**src/sv/i2cra_pkg.sv**
```systemverilog
// Package for the I2C register access master: phase codes, stage codes,
// request and status codes. No dependencies.
`timescale 1ns / 1ps
package i2cra_pkg;

	typedef enum logic [16:0] {
		P_IDLE     = 17'b00000000000000001,
		P_ST_FREE  = 17'b00000000000000010,
		P_ST_LOW   = 17'b00000000000000100,
		P_TX_LOW   = 17'b00000000000001000,
		P_TX_HIGH  = 17'b00000000000010000,
		P_ACK_LOW  = 17'b00000000000100000,
		P_ACK_HIGH = 17'b00000000001000000,
		P_RS_REL   = 17'b00000000010000000,
		P_RS_SCLH  = 17'b00000000100000000,
		P_RS_LOW   = 17'b00000001000000000,
		P_RX_LOW   = 17'b00000010000000000,
		P_RX_HIGH  = 17'b00000100000000000,
		P_MA_LOW   = 17'b00001000000000000,
		P_MA_HIGH  = 17'b00010000000000000,
		P_SP_LOW   = 17'b00100000000000000,
		P_SP_HIGH  = 17'b01000000000000000,
		P_SP_REL   = 17'b10000000000000000
	} phase_t;

	typedef enum logic [1:0] {
		S_ADDR_W = 2'd0,
		S_REG    = 2'd1,
		S_DATA   = 2'd2,
		S_ADDR_R = 2'd3
	} stage_t;

	localparam logic [1:0] REQ_TICK  = 2'd0;
	localparam logic [1:0] REQ_LOAD  = 2'd1;
	localparam logic [1:0] REQ_WRITE = 2'd2;
	localparam logic [1:0] REQ_READ  = 2'd3;

	localparam logic [1:0] ST_OK       = 2'd0;
	localparam logic [1:0] ST_BUS_BUSY = 2'd1;
	localparam logic [1:0] ST_ADDR_NAK = 2'd2;
	localparam logic [1:0] ST_DATA_NAK = 2'd3;

	localparam logic [1:0] CFG_HALF_PERIOD = 2'd0;
	localparam logic [1:0] CFG_ACK_LIMIT   = 2'd1;

	localparam logic [7:0] HALF_PERIOD_RST = 8'd30;
	localparam logic [5:0] ACK_LIMIT_RST   = 6'd50;

	// one tick's result, carried from the engine to the output register
	typedef struct packed {
		logic       scl_out;
		logic       sda_pull_low;
		logic [7:0] rd_data;
		logic       rd_valid;
		logic       rd_last;
		logic       busy_res;
		logic       done_res;
		logic [1:0] status;
	} result_t;

	// one accepted tick's input fields
	typedef struct packed {
		logic [1:0] req_type;
		logic [6:0] dev_addr;
		logic [7:0] reg_addr;
		logic [4:0] length;
		logic [7:0] wr_data;
		logic       sda_in;
	} item_t;

endpackage

```
**src/sv/i2c_register_access_master.sv**
```systemverilog
// I2C register access master, top level. Depends on i2cra_pkg, i2cra_engine.
// An accepted tick's result is registered. Throughput: one tick per cycle
// while in_stall is low; an output register and a skid stage let a new tick
// enter while a result waits. Reset (arst_n low) returns to idle, config to
// 30 ticks and 50 polls; the write buffer holds no reset value.
`timescale 1ns / 1ps
module i2c_register_access_master #(
	parameter int MAX_BYTES = 16
) (
	input  logic       clk,
	input  logic       arst_n,
	input  logic       cfg_we,
	input  logic [1:0] cfg_index,
	input  logic [7:0] cfg_data,
	input  logic       in_valid,
	output logic       in_stall,
	input  logic [1:0] req_type,
	input  logic [6:0] dev_addr,
	input  logic [7:0] reg_addr,
	input  logic [4:0] length,
	input  logic [7:0] wr_data,
	input  logic       sda_in,
	output logic       out_valid,
	input  logic       out_stall,
	output logic       scl_out,
	output logic       sda_pull_low,
	output logic [7:0] rd_data,
	output logic       rd_valid,
	output logic       rd_last,
	output logic       busy_res,
	output logic       done_res,
	output logic [1:0] status
);

	logic [7:0] half_period_q;
	logic [5:0] ack_limit_q;
	i2cra_pkg::item_t   item;
	i2cra_pkg::result_t res, out_q, skid_q;
	logic step, out_v_q, skid_v_q;

	// configuration registers
	always_ff @(posedge clk or negedge arst_n) begin
		if (!arst_n) begin
			half_period_q <= i2cra_pkg::HALF_PERIOD_RST;
			ack_limit_q   <= i2cra_pkg::ACK_LIMIT_RST;
		end else if (cfg_we) begin
			if (cfg_index == i2cra_pkg::CFG_HALF_PERIOD) begin
				half_period_q <= cfg_data;
			end else if (cfg_index == i2cra_pkg::CFG_ACK_LIMIT) begin
				ack_limit_q <= cfg_data[5:0];
			end
		end
	end

	assign item = '{req_type: req_type, dev_addr: dev_addr, reg_addr: reg_addr,
		length: length, wr_data: wr_data, sda_in: sda_in};
	assign in_stall = skid_v_q;
	assign step = in_valid && !in_stall;

	i2cra_engine #(.MAX_BYTES(MAX_BYTES)) u_engine (
		.clk         (clk),
		.arst_n      (arst_n),
		.step        (step),
		.item        (item),
		.half_period (half_period_q),
		.ack_limit   (ack_limit_q),
		.res         (res)
	);

	// output register with skid stage
	always_ff @(posedge clk or negedge arst_n) begin
		if (!arst_n) begin
			out_v_q  <= 1'b0;
			skid_v_q <= 1'b0;
		end else begin
			if (!out_v_q || !out_stall) begin
				out_v_q  <= skid_v_q || step;
				skid_v_q <= 1'b0;
			end else if (step) begin
				skid_v_q <= 1'b1;
			end
		end
	end

	always_ff @(posedge clk) begin
		if (!out_v_q || !out_stall) begin
			out_q <= skid_v_q ? skid_q : res;
		end else if (step) begin
			skid_q <= res;
		end
	end

	assign out_valid    = out_v_q;
	assign scl_out      = out_q.scl_out;
	assign sda_pull_low = out_q.sda_pull_low;
	assign rd_data      = out_q.rd_data;
	assign rd_valid     = out_q.rd_valid;
	assign rd_last      = out_q.rd_last;
	assign busy_res     = out_q.busy_res;
	assign done_res     = out_q.done_res;
	assign status       = out_q.status;

endmodule

```
**src/sv/i2cra_wbuf.sv**
```systemverilog
// Write data buffer of the I2C register access master.
// No package dependencies; plain memory written on load, read through a
// registered port at the one byte address the engine needs next.
`timescale 1ns / 1ps
module i2cra_wbuf #(
	parameter int MAX_BYTES = 16,
	localparam int AW = (MAX_BYTES > 1) ? $clog2(MAX_BYTES) : 1
) (
	input  logic          clk,
	input  logic          wr_en,
	input  logic [AW-1:0] wr_addr,
	input  logic [7:0]    wr_data,
	input  logic [AW-1:0] rd_addr,
	output logic [7:0]    rd_data
);

	logic [7:0] mem_q [MAX_BYTES];
	logic [7:0] rd_q;

	// store a loaded byte
	always_ff @(posedge clk) begin
		if (wr_en) begin
			mem_q[wr_addr] <= wr_data;
		end
	end

	// fetch the next byte to send every cycle
	always_ff @(posedge clk) begin
		rd_q <= mem_q[rd_addr];
	end

	assign rd_data = rd_q;

endmodule

```
**src/sv/i2cra_engine.sv**
```systemverilog
// Bus sequencer of the I2C register access master: one input tick
// in, one result per tick out. Depends on i2cra_pkg and i2cra_wbuf.
`timescale 1ns / 1ps
module i2cra_engine #(
	parameter int MAX_BYTES = 16,
	localparam int AW = (MAX_BYTES > 1) ? $clog2(MAX_BYTES) : 1,
	localparam int CW = $clog2(MAX_BYTES + 1)
) (
	input  logic               clk,
	input  logic               arst_n,
	input  logic               step,
	input  i2cra_pkg::item_t   item,
	input  logic [7:0]         half_period,
	input  logic [5:0]         ack_limit,
	output i2cra_pkg::result_t res
);

	i2cra_pkg::phase_t phase_q, phase_d;
	i2cra_pkg::stage_t stage_q, stage_d;
	logic [7:0]  htc_q, htc_d;
	logic [3:0]  bit_q, bit_d;
	logic [CW-1:0] byte_q, byte_d;
	logic [7:0]  shift_q, shift_d;
	logic [5:0]  polls_q, polls_d;
	logic [CW-1:0] load_q, load_d;
	logic [6:0]  dev_q, dev_d;
	logic [7:0]  reg_q, reg_d;
	logic [CW-1:0] len_q, len_d;
	logic        read_q, read_d;
	logic [1:0]  err_q, err_d;

	logic [7:0]  hp;
	logic [5:0]  lim;
	logic        buf_we;
	logic [AW-1:0] buf_ra;
	logic [7:0]  buf_rd;
	logic [CW-1:0] byte_nx;
	logic [CW:0] byte_p1;
	logic        more;
	logic [CW-1:0] len_cl;

	assign hp  = (half_period == 8'd0) ? 8'd1 : half_period;
	assign lim = (ack_limit == 6'd0) ? 6'd1 : ack_limit;
	assign byte_p1 = {1'b0, byte_q} + 1'b1;
	assign more = (byte_p1 < {1'b0, len_q});

	// clamp length to the buffer depth
	always_comb begin
		if (int'(item.length) > MAX_BYTES) begin
			len_cl = CW'(MAX_BYTES);
		end else begin
			len_cl = CW'(item.length);
		end
	end

	assign buf_we = step && (phase_q == i2cra_pkg::P_IDLE) &&
		(item.req_type == i2cra_pkg::REQ_LOAD) && (int'(load_q) < MAX_BYTES);

	// point the buffer at the byte that follows the current one while sending data, else at byte 0
	assign buf_ra = (stage_q == i2cra_pkg::S_DATA) ? byte_p1[AW-1:0] : '0;

	i2cra_wbuf #(.MAX_BYTES(MAX_BYTES)) u_wbuf (
		.clk     (clk),
		.wr_en   (buf_we),
		.wr_addr (load_q[AW-1:0]),
		.wr_data (item.wr_data),
		.rd_addr (buf_ra),
		.rd_data (buf_rd)
	);

	// sequence one tick
	always_comb begin
		i2cra_pkg::phase_t ph;
		logic done;
		phase_d = phase_q;
		stage_d = stage_q;
		htc_d   = htc_q;
		bit_d   = bit_q;
		byte_d  = byte_q;
		shift_d = shift_q;
		polls_d = polls_q;
		load_d  = load_q;
		dev_d   = dev_q;
		reg_d   = reg_q;
		len_d   = len_q;
		read_d  = read_q;
		err_d   = err_q;
		byte_nx = '0;
		res     = '0;
		res.scl_out = 1'b1;
		done = 1'b0;

		if (phase_q == i2cra_pkg::P_IDLE) begin
			if (item.req_type == i2cra_pkg::REQ_LOAD) begin
				if (int'(load_q) < MAX_BYTES) begin
					load_d = load_q + 1'b1;
				end
			end else if (item.req_type == i2cra_pkg::REQ_WRITE ||
				item.req_type == i2cra_pkg::REQ_READ) begin
				dev_d  = item.dev_addr;
				reg_d  = item.reg_addr;
				len_d  = len_cl;
				read_d = (item.req_type == i2cra_pkg::REQ_READ);
				err_d  = i2cra_pkg::ST_OK;
				htc_d  = '0;
				phase_d = i2cra_pkg::P_ST_FREE;
			end
		end
		ph = phase_d;
		res.busy_res = (ph != i2cra_pkg::P_IDLE);

		// drive the lines for the phase in effect
		unique case (ph)
			i2cra_pkg::P_ST_LOW, i2cra_pkg::P_RS_LOW, i2cra_pkg::P_SP_HIGH:
				res.sda_pull_low = 1'b1;
			i2cra_pkg::P_TX_LOW: begin
				res.scl_out = 1'b0;
				res.sda_pull_low = ~shift_q[7];
			end
			i2cra_pkg::P_TX_HIGH: res.sda_pull_low = ~shift_q[7];
			i2cra_pkg::P_ACK_LOW, i2cra_pkg::P_RS_REL, i2cra_pkg::P_RX_LOW:
				res.scl_out = 1'b0;
			i2cra_pkg::P_MA_LOW: begin
				res.scl_out = 1'b0;
				res.sda_pull_low = more;
			end
			i2cra_pkg::P_MA_HIGH: res.sda_pull_low = more;
			i2cra_pkg::P_SP_LOW: begin
				res.scl_out = 1'b0;
				res.sda_pull_low = 1'b1;
			end
			default: ;
		endcase

		// advance at the end of each half period
		if (res.busy_res) begin
			if ({1'b0, htc_d} + 9'd1 < {1'b0, hp}) begin
				htc_d = htc_d + 1'b1;
			end else begin
				htc_d = '0;
				unique case (ph)
					i2cra_pkg::P_ST_FREE: begin
						if (!item.sda_in) begin
							done = 1'b1;
							res.status = i2cra_pkg::ST_BUS_BUSY;
							phase_d = i2cra_pkg::P_IDLE;
						end else begin
							phase_d = i2cra_pkg::P_ST_LOW;
						end
					end
					i2cra_pkg::P_ST_LOW: begin
						if (item.sda_in) begin
							done = 1'b1;
							res.status = i2cra_pkg::ST_BUS_BUSY;
							phase_d = i2cra_pkg::P_IDLE;
						end else begin
							shift_d = {dev_q, 1'b0};
							bit_d = '0;
							stage_d = i2cra_pkg::S_ADDR_W;
							phase_d = i2cra_pkg::P_TX_LOW;
						end
					end
					i2cra_pkg::P_TX_LOW: phase_d = i2cra_pkg::P_TX_HIGH;
					i2cra_pkg::P_TX_HIGH: begin
						shift_d = {shift_q[6:0], 1'b0};
						bit_d = bit_q + 1'b1;
						if (bit_q == 4'd7) begin
							polls_d = '0;
							phase_d = i2cra_pkg::P_ACK_LOW;
						end else begin
							phase_d = i2cra_pkg::P_TX_LOW;
						end
					end
					i2cra_pkg::P_ACK_LOW: phase_d = i2cra_pkg::P_ACK_HIGH;
					i2cra_pkg::P_ACK_HIGH: begin
						if (!item.sda_in) begin
							case (stage_q)
								i2cra_pkg::S_ADDR_W: begin
									shift_d = reg_q;
									bit_d = '0;
									stage_d = i2cra_pkg::S_REG;
									phase_d = i2cra_pkg::P_TX_LOW;
								end
								i2cra_pkg::S_REG: begin
									if (read_q) begin
										phase_d = i2cra_pkg::P_RS_REL;
									end else if (len_q == '0) begin
										err_d = i2cra_pkg::ST_OK;
										phase_d = i2cra_pkg::P_SP_LOW;
									end else begin
										byte_d = '0;
										shift_d = buf_rd;
										bit_d = '0;
										stage_d = i2cra_pkg::S_DATA;
										phase_d = i2cra_pkg::P_TX_LOW;
									end
								end
								i2cra_pkg::S_DATA: begin
									byte_nx = byte_q + 1'b1;
									byte_d = byte_nx;
									if (more) begin
										shift_d = buf_rd;
										bit_d = '0;
										phase_d = i2cra_pkg::P_TX_LOW;
									end else begin
										err_d = i2cra_pkg::ST_OK;
										phase_d = i2cra_pkg::P_SP_LOW;
									end
								end
								default: begin
									if (len_q == '0) begin
										err_d = i2cra_pkg::ST_OK;
										phase_d = i2cra_pkg::P_SP_LOW;
									end else begin
										byte_d = '0;
										shift_d = '0;
										bit_d = '0;
										phase_d = i2cra_pkg::P_RX_LOW;
									end
								end
							endcase
						end else begin
							polls_d = polls_q + 1'b1;
							if (polls_d >= lim) begin
								err_d = (stage_q == i2cra_pkg::S_ADDR_W ||
									stage_q == i2cra_pkg::S_ADDR_R) ?
									i2cra_pkg::ST_ADDR_NAK : i2cra_pkg::ST_DATA_NAK;
								phase_d = i2cra_pkg::P_SP_LOW;
							end
						end
					end
					i2cra_pkg::P_RS_REL: phase_d = i2cra_pkg::P_RS_SCLH;
					i2cra_pkg::P_RS_SCLH: phase_d = i2cra_pkg::P_RS_LOW;
					i2cra_pkg::P_RS_LOW: begin
						shift_d = {dev_q, 1'b1};
						bit_d = '0;
						stage_d = i2cra_pkg::S_ADDR_R;
						phase_d = i2cra_pkg::P_TX_LOW;
					end
					i2cra_pkg::P_RX_LOW: phase_d = i2cra_pkg::P_RX_HIGH;
					i2cra_pkg::P_RX_HIGH: begin
						shift_d = {shift_q[6:0], item.sda_in};
						bit_d = bit_q + 1'b1;
						if (bit_q == 4'd7) begin
							res.rd_valid = 1'b1;
							res.rd_data = shift_d;
							res.rd_last = ~more;
							phase_d = i2cra_pkg::P_MA_LOW;
						end else begin
							phase_d = i2cra_pkg::P_RX_LOW;
						end
					end
					i2cra_pkg::P_MA_LOW: phase_d = i2cra_pkg::P_MA_HIGH;
					i2cra_pkg::P_MA_HIGH: begin
						byte_d = byte_q + 1'b1;
						if (more) begin
							shift_d = '0;
							bit_d = '0;
							phase_d = i2cra_pkg::P_RX_LOW;
						end else begin
							err_d = i2cra_pkg::ST_OK;
							phase_d = i2cra_pkg::P_SP_LOW;
						end
					end
					i2cra_pkg::P_SP_LOW: phase_d = i2cra_pkg::P_SP_HIGH;
					i2cra_pkg::P_SP_HIGH: phase_d = i2cra_pkg::P_SP_REL;
					default: begin
						done = 1'b1;
						res.status = err_q;
						phase_d = i2cra_pkg::P_IDLE;
					end
				endcase
				if (done && !read_q) begin
					load_d = '0;
				end
			end
		end
		res.done_res = done;
		if (!step) begin
			res = '0;
		end
	end

	// hold state between ticks
	always_ff @(posedge clk or negedge arst_n) begin
		if (!arst_n) begin
			phase_q <= i2cra_pkg::P_IDLE;
			stage_q <= i2cra_pkg::S_ADDR_W;
			htc_q   <= '0;
			bit_q   <= '0;
			byte_q  <= '0;
			shift_q <= '0;
			polls_q <= '0;
			load_q  <= '0;
			dev_q   <= '0;
			reg_q   <= '0;
			len_q   <= '0;
			read_q  <= 1'b0;
			err_q   <= i2cra_pkg::ST_OK;
		end else if (step) begin
			phase_q <= phase_d;
			stage_q <= stage_d;
			htc_q   <= htc_d;
			bit_q   <= bit_d;
			byte_q  <= byte_d;
			shift_q <= shift_d;
			polls_q <= polls_d;
			load_q  <= load_d;
			dev_q   <= dev_d;
			reg_q   <= reg_d;
			len_q   <= len_d;
			read_q  <= read_d;
			err_q   <= err_d;
		end
	end

endmodule

```
**config.mk**
```make
export PLATFORM = sky130hd
export DESIGN_NAME = i2c_register_access_master
export DESIGN_NICKNAME = d
export VERILOG_FILES = /design/src/sv/i2cra_pkg.sv /design/src/sv/i2c_register_access_master.sv /design/src/sv/i2cra_wbuf.sv /design/src/sv/i2cra_engine.sv
export SDC_FILE = /design/constraint.sdc
export NUM_CORES = 1
export LEC_CHECK = 0
export ABC_AREA = 1
export BUFFER_PORTS_ARGS = -buffer_cell sky130_fd_sc_hd__buf_4
export CAP_MARGIN = 20
export CORE_ASPECT_RATIO = 2
export CORE_UTILIZATION = 50
export DETAILED_ROUTE_END_ITERATION = 10
export GPL_ROUTABILITY_DRIVEN = 1
export PLACE_DENSITY = 0.77
export REMOVE_ABC_BUFFERS = 1
export SYNTH_ARGS = -nofsm -noshare
export SYNTH_HDL_FRONTEND = slang
export SYNTH_HIERARCHICAL = 1
export SYNTH_SLANG_ARGS = --single-unit
```
**constraint.sdc**
```tcl
create_clock -name clk -period 4.95 [get_ports clk]
set_input_delay 0.495 -clock clk [delete_from_list [all_inputs] [get_ports clk]]
set_output_delay 0.495 -clock clk [all_outputs]
set_load 0.02 [all_outputs]
```
==> impl_metrics.yaml, run 1 <==
outcome:
  status: "finished clean"
timing:
  setup_viol: 0
  post-route-min-period_ns: 4.17
  finClkSkew_ns: 0.0176
  tightestPinTransition_ns: 0.931
  tns_ns: 0
  hold_viol_final: 0
  slew_violations: 0
  finalCritPeriodShare_pct: 84.2
  slew_headroom_pct: 37.8
  max_freq_mhz: 240
  rsz0062_at_grt: "no"
detailed_routing:
  antenna_left: 0
  drt_wl_total_um: 34700
  vias_per_cell: 5.40
  post-route-drc-count: 0
  dr.pass1.iters: 5
  drt_iter0_markers: 747
  wl_per_cell_um: 17.1
  num_vias: 10900
floorplanning:
  die_area_sq_um: 28400
  die_x_um: 120
  start_util_pct: 51.1
  rows: 85
  core_sq_um: 27100
  ios: 64
  die_y_um: 237
layout:
  mostFrequentLayoutCell: "nand2_1"
  nNetsFinal: 1734
  design_area_sq_um: 15300
  multiInputGateArea_sq_um: 5200
  antennaDiodeCount: 0
  utilization_pct: 56.5
  regArea_sq_um: 7330
  fillers: 2428
  drive_gt1_share_pct: 11.5
  area_delta_synth_final_pct: 10.7
  final_cell_mix: "nand2_1, inv_1, nand3_1"
worst_hold_path:
  min_path_type: "in2reg"
synthesis:
  ys_seq_elements: 262
  yosysWarningCount: 6
  synth_cells: 1618
  synth-main-ff-cell: "edfxtp_1"
  ys_types: 57
  synthArstFlopShare_pct: 35.9
  seq_area_frac_synth_pct: 52.9
  synth_area_sq_um: 13800
  syn_area_per_cell_sq_um: 8.56
  synth_edf_count: 160
worst_setup_path:
  critPathCaptureType: "flop"
  worstPathMaxFanout: 37
  cp-start-kind: "flop"
  critPathKind: "reg2reg"
  cp.arrival_ns: 4.59
  cp.required_ns: 5.38
  rrSetupSlack_ns: 0.78
placement:
  port_buffers: 63
  placed_area_sq_um: 14500
  place_hpwl_um: 24800
  place_congestion: 0.952
pwr:
  peakVddDrop_mv: 0.308
  power_leakage_uw: 0.00715
  powerDensity_nw_per_um2: 452
clocking:
  clock_latency_ns: 0.54
  cts_max_level: 1
  clock_sinks: 262
  cts_resized: 0
  clkTransAtPathRegs_ns: 0.07
  cts_tree: "done"
  clockRootBuffer: "clkbuf_16"
  numCtsBuffers: 24
  clockBufferDepth: 3
global_route:
  overflow: 0
  antenna_found_initial: 0
  grt_max_degree: 65
  track_usage_pct: 25.3
  grt_pass1_wl_um: 55700
  grt_pass1_vias: 11000
run:
  drv_cap: 0
## what timing repair did
action | in CTS | in global routing
hold endpoints to repair | 6 | 0
hold buffers | 1 | 0
setup buffers | 0 | 0
## kinds of logic after synthesis
kind of cell | count (synthesis) | share of synthesized area, %
adders and majority gates | 26 | 2.35
DFF | 262 | 52.9
and+or+nand+nor | 859 | 28.1
xor gates and xnor gates | 17 | 1.08
AOI/OAI and AO/OA | 141 | 5.96
buffers and inverters | 313 | 9.62
## cells in the mapped netlist, types with 6 or more instances
library cell / instances / area share (%)
nand2_1: 454 / 12
inv_1: 241 / 6.5
nand3_1: 185 / 6.7
edfxtp_1: 160 / 35
nor2_1: 100 / 2.7
dfrtp_1: 86 / 16
o21ai_0: 38 / 1.4
nand4_1: 36 / 1.6
o21ai_1: 35 / 1.3
a21oi_1: 28 / 1.0
ha_1: 26 / 2.3
nor3_1: 22 / 0.80
buf_2: 21 / 0.76
nor2_2: 19 / 0.86
buf_6: 14 / 1.1
clkbuf_1: 13 / 0.35
inv_2: 12 / 0.33
xor2_1: 12 / 0.76
nand2_2: 11 / 0.50
o211ai_1: 10 / 0.54
a22o_1: 9 / 0.57
dfstp_2: 8 / 1.5
dfxtp_1: 8 / 1.2
buf_4: 7 / 0.38
nand2_4: 6 / 0.49
nor2_4: 6 / 0.49
## state kept, by name (all words and copies together), names as in the netlist, 4 cells and up
signal / cells
u_engine/reg_q: 8
u_engine/shift_q: 8
rd_data: 8
u_engine/len_q: 5
u_engine/load_q: 5
ack_limit_q: 6
u_engine/dev_q: 7
u_engine/u_wbuf/rd_data: 8
half_period_q: 8
skid_q: 16
u_engine/phase_q: 17
u_engine/htc_q: 8
u_engine/bit_q: 4
u_engine/polls_q: 6
u_engine/u_wbuf/mem_q: 128
u_engine/byte_q: 5
## metrics by stage
| step | power [uW] | worst slack, ns | hold WS [ns] | std cells |
|---|---|---|---|---|
| after floorplan | 4290 | 0.567 | 0.199 | 1559 |
| after global placement | 4920 | 0.958 | 0.450 | 1982 |
| after detailed placement | 4970 | 0.844 | 0.454 | 1983 |
| after CTS | 6940 | 0.795 | 0.139 | 2028 |
| after global routing | 7330 | 0.363 | 0.156 | 2028 |
| final | 6930 | 0.783 | 0.152 | 2028 |
## worst max-delay path, stage by stage (launching register included)
cell and delay, ns:
dfrtp_1 0.67, inv_2 0.06, nand3_1 0.10, nor2_2 0.06, nand3_4 0.21, nand2_1 0.12
inv_1 0.10, ha_1 0.14, inv_1 0.07, nor3_4 0.28, xor2_1 0.18, inv_1 0.08
ha_1 0.30, inv_1 0.05, nor3_1 0.17, a211oi_1 0.06, nand2_1 0.06, nand2_1 0.05
nand2_2 0.06, nand2_2 0.11, nand2_4 0.35, nand4_2 0.44, nor2_1 0.25, nor2_1 0.07
## path summary, 6_finish.rpt
| kind | cells after the start | end | from |
|---|---|---|---|
| worst max-delay path | 23 | u_engine/shift_q[4] | u_engine/phase_q[16] |
| worst min-delay path | 3 | u_engine/dev_q[4] | dev_addr[4] |
| worst max register to register | 23 | u_engine/shift_q[4] | u_engine/phase_q[16] |
| worst min register to register | 2 | half_period_q[4] | half_period_q[4] |
| max in group asynchronous | 3 | u_engine/reg_q[6] | arst_n |
| min in group asynchronous | 2 | u_engine/phase_q[2] | arst_n |
## final cells by class
type | instances | area share [%]
multi-input combinational | 1043 | 33.9
clock buffer | 26 | 3.97
clock inverter | 18 | 1.49
tap | 348 | 2.84
inverter | 254 | 6.22
timing repair buffer | 77 | 3.81
sequential | 262 | 47.8
## layer usage
metal	wire length, um	vias up	global-route usage, %	share of wire [%]
met2	19300	342	48.5	56
met5	0	-	0	0
met3	1220	138	2.59	3.5
met1	11800	5109	24.5	34
met4	2480	0	18.1	7.1
li1	-	5356	-	-
## where the power goes
| group | internal [uW] | total, uW | switching (uW) |
|---|---|---|---|
| Clock | 1120 | 1960 | 842 |
| Sequential | 2590 | 2790 | 201 |
| Combinational | 659 | 2180 | 1520 |
Note: power is estimated with default switching activity, not from simulation.
==> run 2, diff against run 1 <==
==> constraint.sdc (replaced) <==
create_clock -name clk -period 4.1 [get_ports clk]
set_input_delay 0.41 -clock clk [delete_from_list [all_inputs] [get_ports clk]]
set_output_delay 0.41 -clock clk [all_outputs]
set_load 0.02 [all_outputs]
==> run 2 against run 1 <==
The flow now finishes with violations (negative hold slack); clock skew grew 0.0096 ns; first-iteration DRC count down 9.2%; power rose by 19%; fmax grew 9.8%; design area down 0.19%; hold slack got worse by 0.18 ns; sequential power up 20%; utilization shrank 0.11 points; clock power up 12%; largest cell class unchanged.
==> impl_metrics.yaml, run 2 (same netlist as run 1, synthesis figures left out) <==
detailed_routing:
  drt_iter0_markers: 678
  drt_wl_total_um: 35000
  antenna_left: 0
  vias_per_cell: 5.39
  post-route-drc-count: 0
  wl_per_cell_um: 17.3
  dr.pass1.iters: 5
  num_vias: 10900
pwr:
  peakVddDrop_mv: 0.454
  power_leakage_uw: 0.00713
  powerDensity_nw_per_um2: 538
clocking:
  cts_tree: "done"
  clockRootBuffer: "clkbuf_16"
  holdBufCountCts: 0
  clock_latency_ns: 0.55
  numCtsBuffers: 23
  clockBufferDepth: 3
  cts_max_level: 1
  clkTransAtPathRegs_ns: 0.07
  clock_sinks: 262
timing:
  setup_viol: 0
  tightestPinTransition_ns: 1.08
  slew_violations: 0
  holdWs_ns: -0.0269
  finClkSkew_ns: 0.0272
  slew_headroom_pct: 28.0
  rsz0062_at_grt: "no"
  layout_setup_ws_ns: 0.304
  hold_viol_final: 18
  post-route-min-period_ns: 3.80
  finalCritPeriodShare_pct: 92.6
  max_freq_mhz: 263
worst_setup_path:
  critPathKind: "reg2reg"
  cp-start-kind: "flop"
  critPathCaptureType: "flop"
  slowest_stage: "dfrtp_1"
  cpMostUsedCell: "inv_1"
  cp.arrival_ns: 4.19
  worstPathMaxFanout: 11
  cpPeakStageDelay_ns: 0.49
  cp.required_ns: 4.49
  rrSetupSlack_ns: 0.30
worst_hold_path:
  min_path_type: "in2async"
floorplanning:
  die_y_um: 237
  ios: 64
  core_sq_um: 27100
  start_util_pct: 51.1
  rows: 85
  die_area_sq_um: 28400
  die_x_um: 120
outcome:
  status: "finished, violations left"
  violations: "negative hold slack"
layout:
  design_area_sq_um: 15300
  final_cell_mix: "nand2_1, inv_1, nand3_1"
  mostFrequentLayoutCell: "nand2_1"
  largest-register: "u_engine/u_wbuf/mem_q"
  largestRegisters: "u_engine/u_wbuf/mem_q x128, u_engine/phase_q x17, skid_q x16"
  antennaDiodeCount: 0
  drive_gt1_share_pct: 11.9
  nNetsFinal: 1736
  area_delta_synth_final_pct: 10.5
  instances_no_fill: 2029
  largest_reg_flops: 128
placement:
  port_buffers: 63
  dp_worst_setup_slack_ns: 0.273
  place_inst: 1986
  place_hpwl_um: 25700
  place_congestion: 1.04
  placed_area_sq_um: 14500
global_route:
  grt_pass1_wl_um: 55500
  grt_max_degree: 66
  overflow: 0
  track_usage_pct: 25.4
  antenna_found_initial: 0
  grt_pass1_vias: 11000
run:
  drv_cap: 0
==> run 2: cell types whose count changed in the layout (fill, tap and decap cells not counted), sizes merged <==
cell / change
clkbuf: -3
bufinv: -2
inv: +1
clkinv: +1
dlygate4sd3: -1
clkinvlp: +1
buf: +4
==> run 2: power breakdown <==
part	total, uW	internal (uW)	leakage [uW]	switching, uW
sequential	3350	3120	0.00271	224
combinational	2690	830	0.00405	1860
clock	2200	1190	0.000366	1010
==> run 2: what timing repair did <==
action                     4_1_cts  5_1_grt
setup endpoints to repair        0       16
setup buffers                    0        1
resized for setup                0        1
hold endpoints to repair         0        0
==> run 2: routing by layer <==
layer	share of wire [%]	wire length (um)	vias up	track usage (%)
li1	-	-	5357	-
met1	33	11500	5159	23.2
met2	56	19700	297	49.9
met3	3.5	1210	120	2.88
met4	7.6	2670	0	18.7
met5	0	0	-	0
==> run 2: final cells by class <==
class	instances	area, sq um
fillers	2466	11800
flip-flops and latches	262	7330
multi-input cells	1043	5210
repair buffers	80	613
clock inverters	19	195
well taps	348	435
clock buffers	23	576
inverters	254	953
==> run 2: worst max-delay path: cells and delay by family, from the launching register on <==
kind | cells | cell delay [ns]
buf+inv | 6 | 0.52
xor+xnor | 1 | 0.14
flops | 1 | 0.49
simple gates | 13 | 1.51
compound gates | 3 | 0.52
fa+ha+maj | 2 | 0.47
==> run 2: path summary, 6_finish.rpt <==
check	startpoint	end	cells after the start
min in group clk	reg_addr[5]	u_engine/reg_q[5]	3
hold reg to reg	half_period_q[3]	half_period_q[3]	2
hold / removal	arst_n	u_engine/phase_q[15]	1
setup / recovery	u_engine/phase_q[3]	rd_data[3]	25
max in group asynchronous	arst_n	ack_limit_q[5]	2
setup reg to reg	u_engine/phase_q[3]	rd_data[3]	25
==> run 2: metrics by stage <==
step / power, uW / setup TNS (ns) / util [%]
after floorplan: 5170 / -30.13 / -
after global placement: 6010 / 0 / 53.5
after detailed placement: 6060 / 0 / 53.5
after CTS: 8270 / 0 / 56.3
after global routing: 8710 / 0 / 56.4
final: 8240 / 0 / 56.4
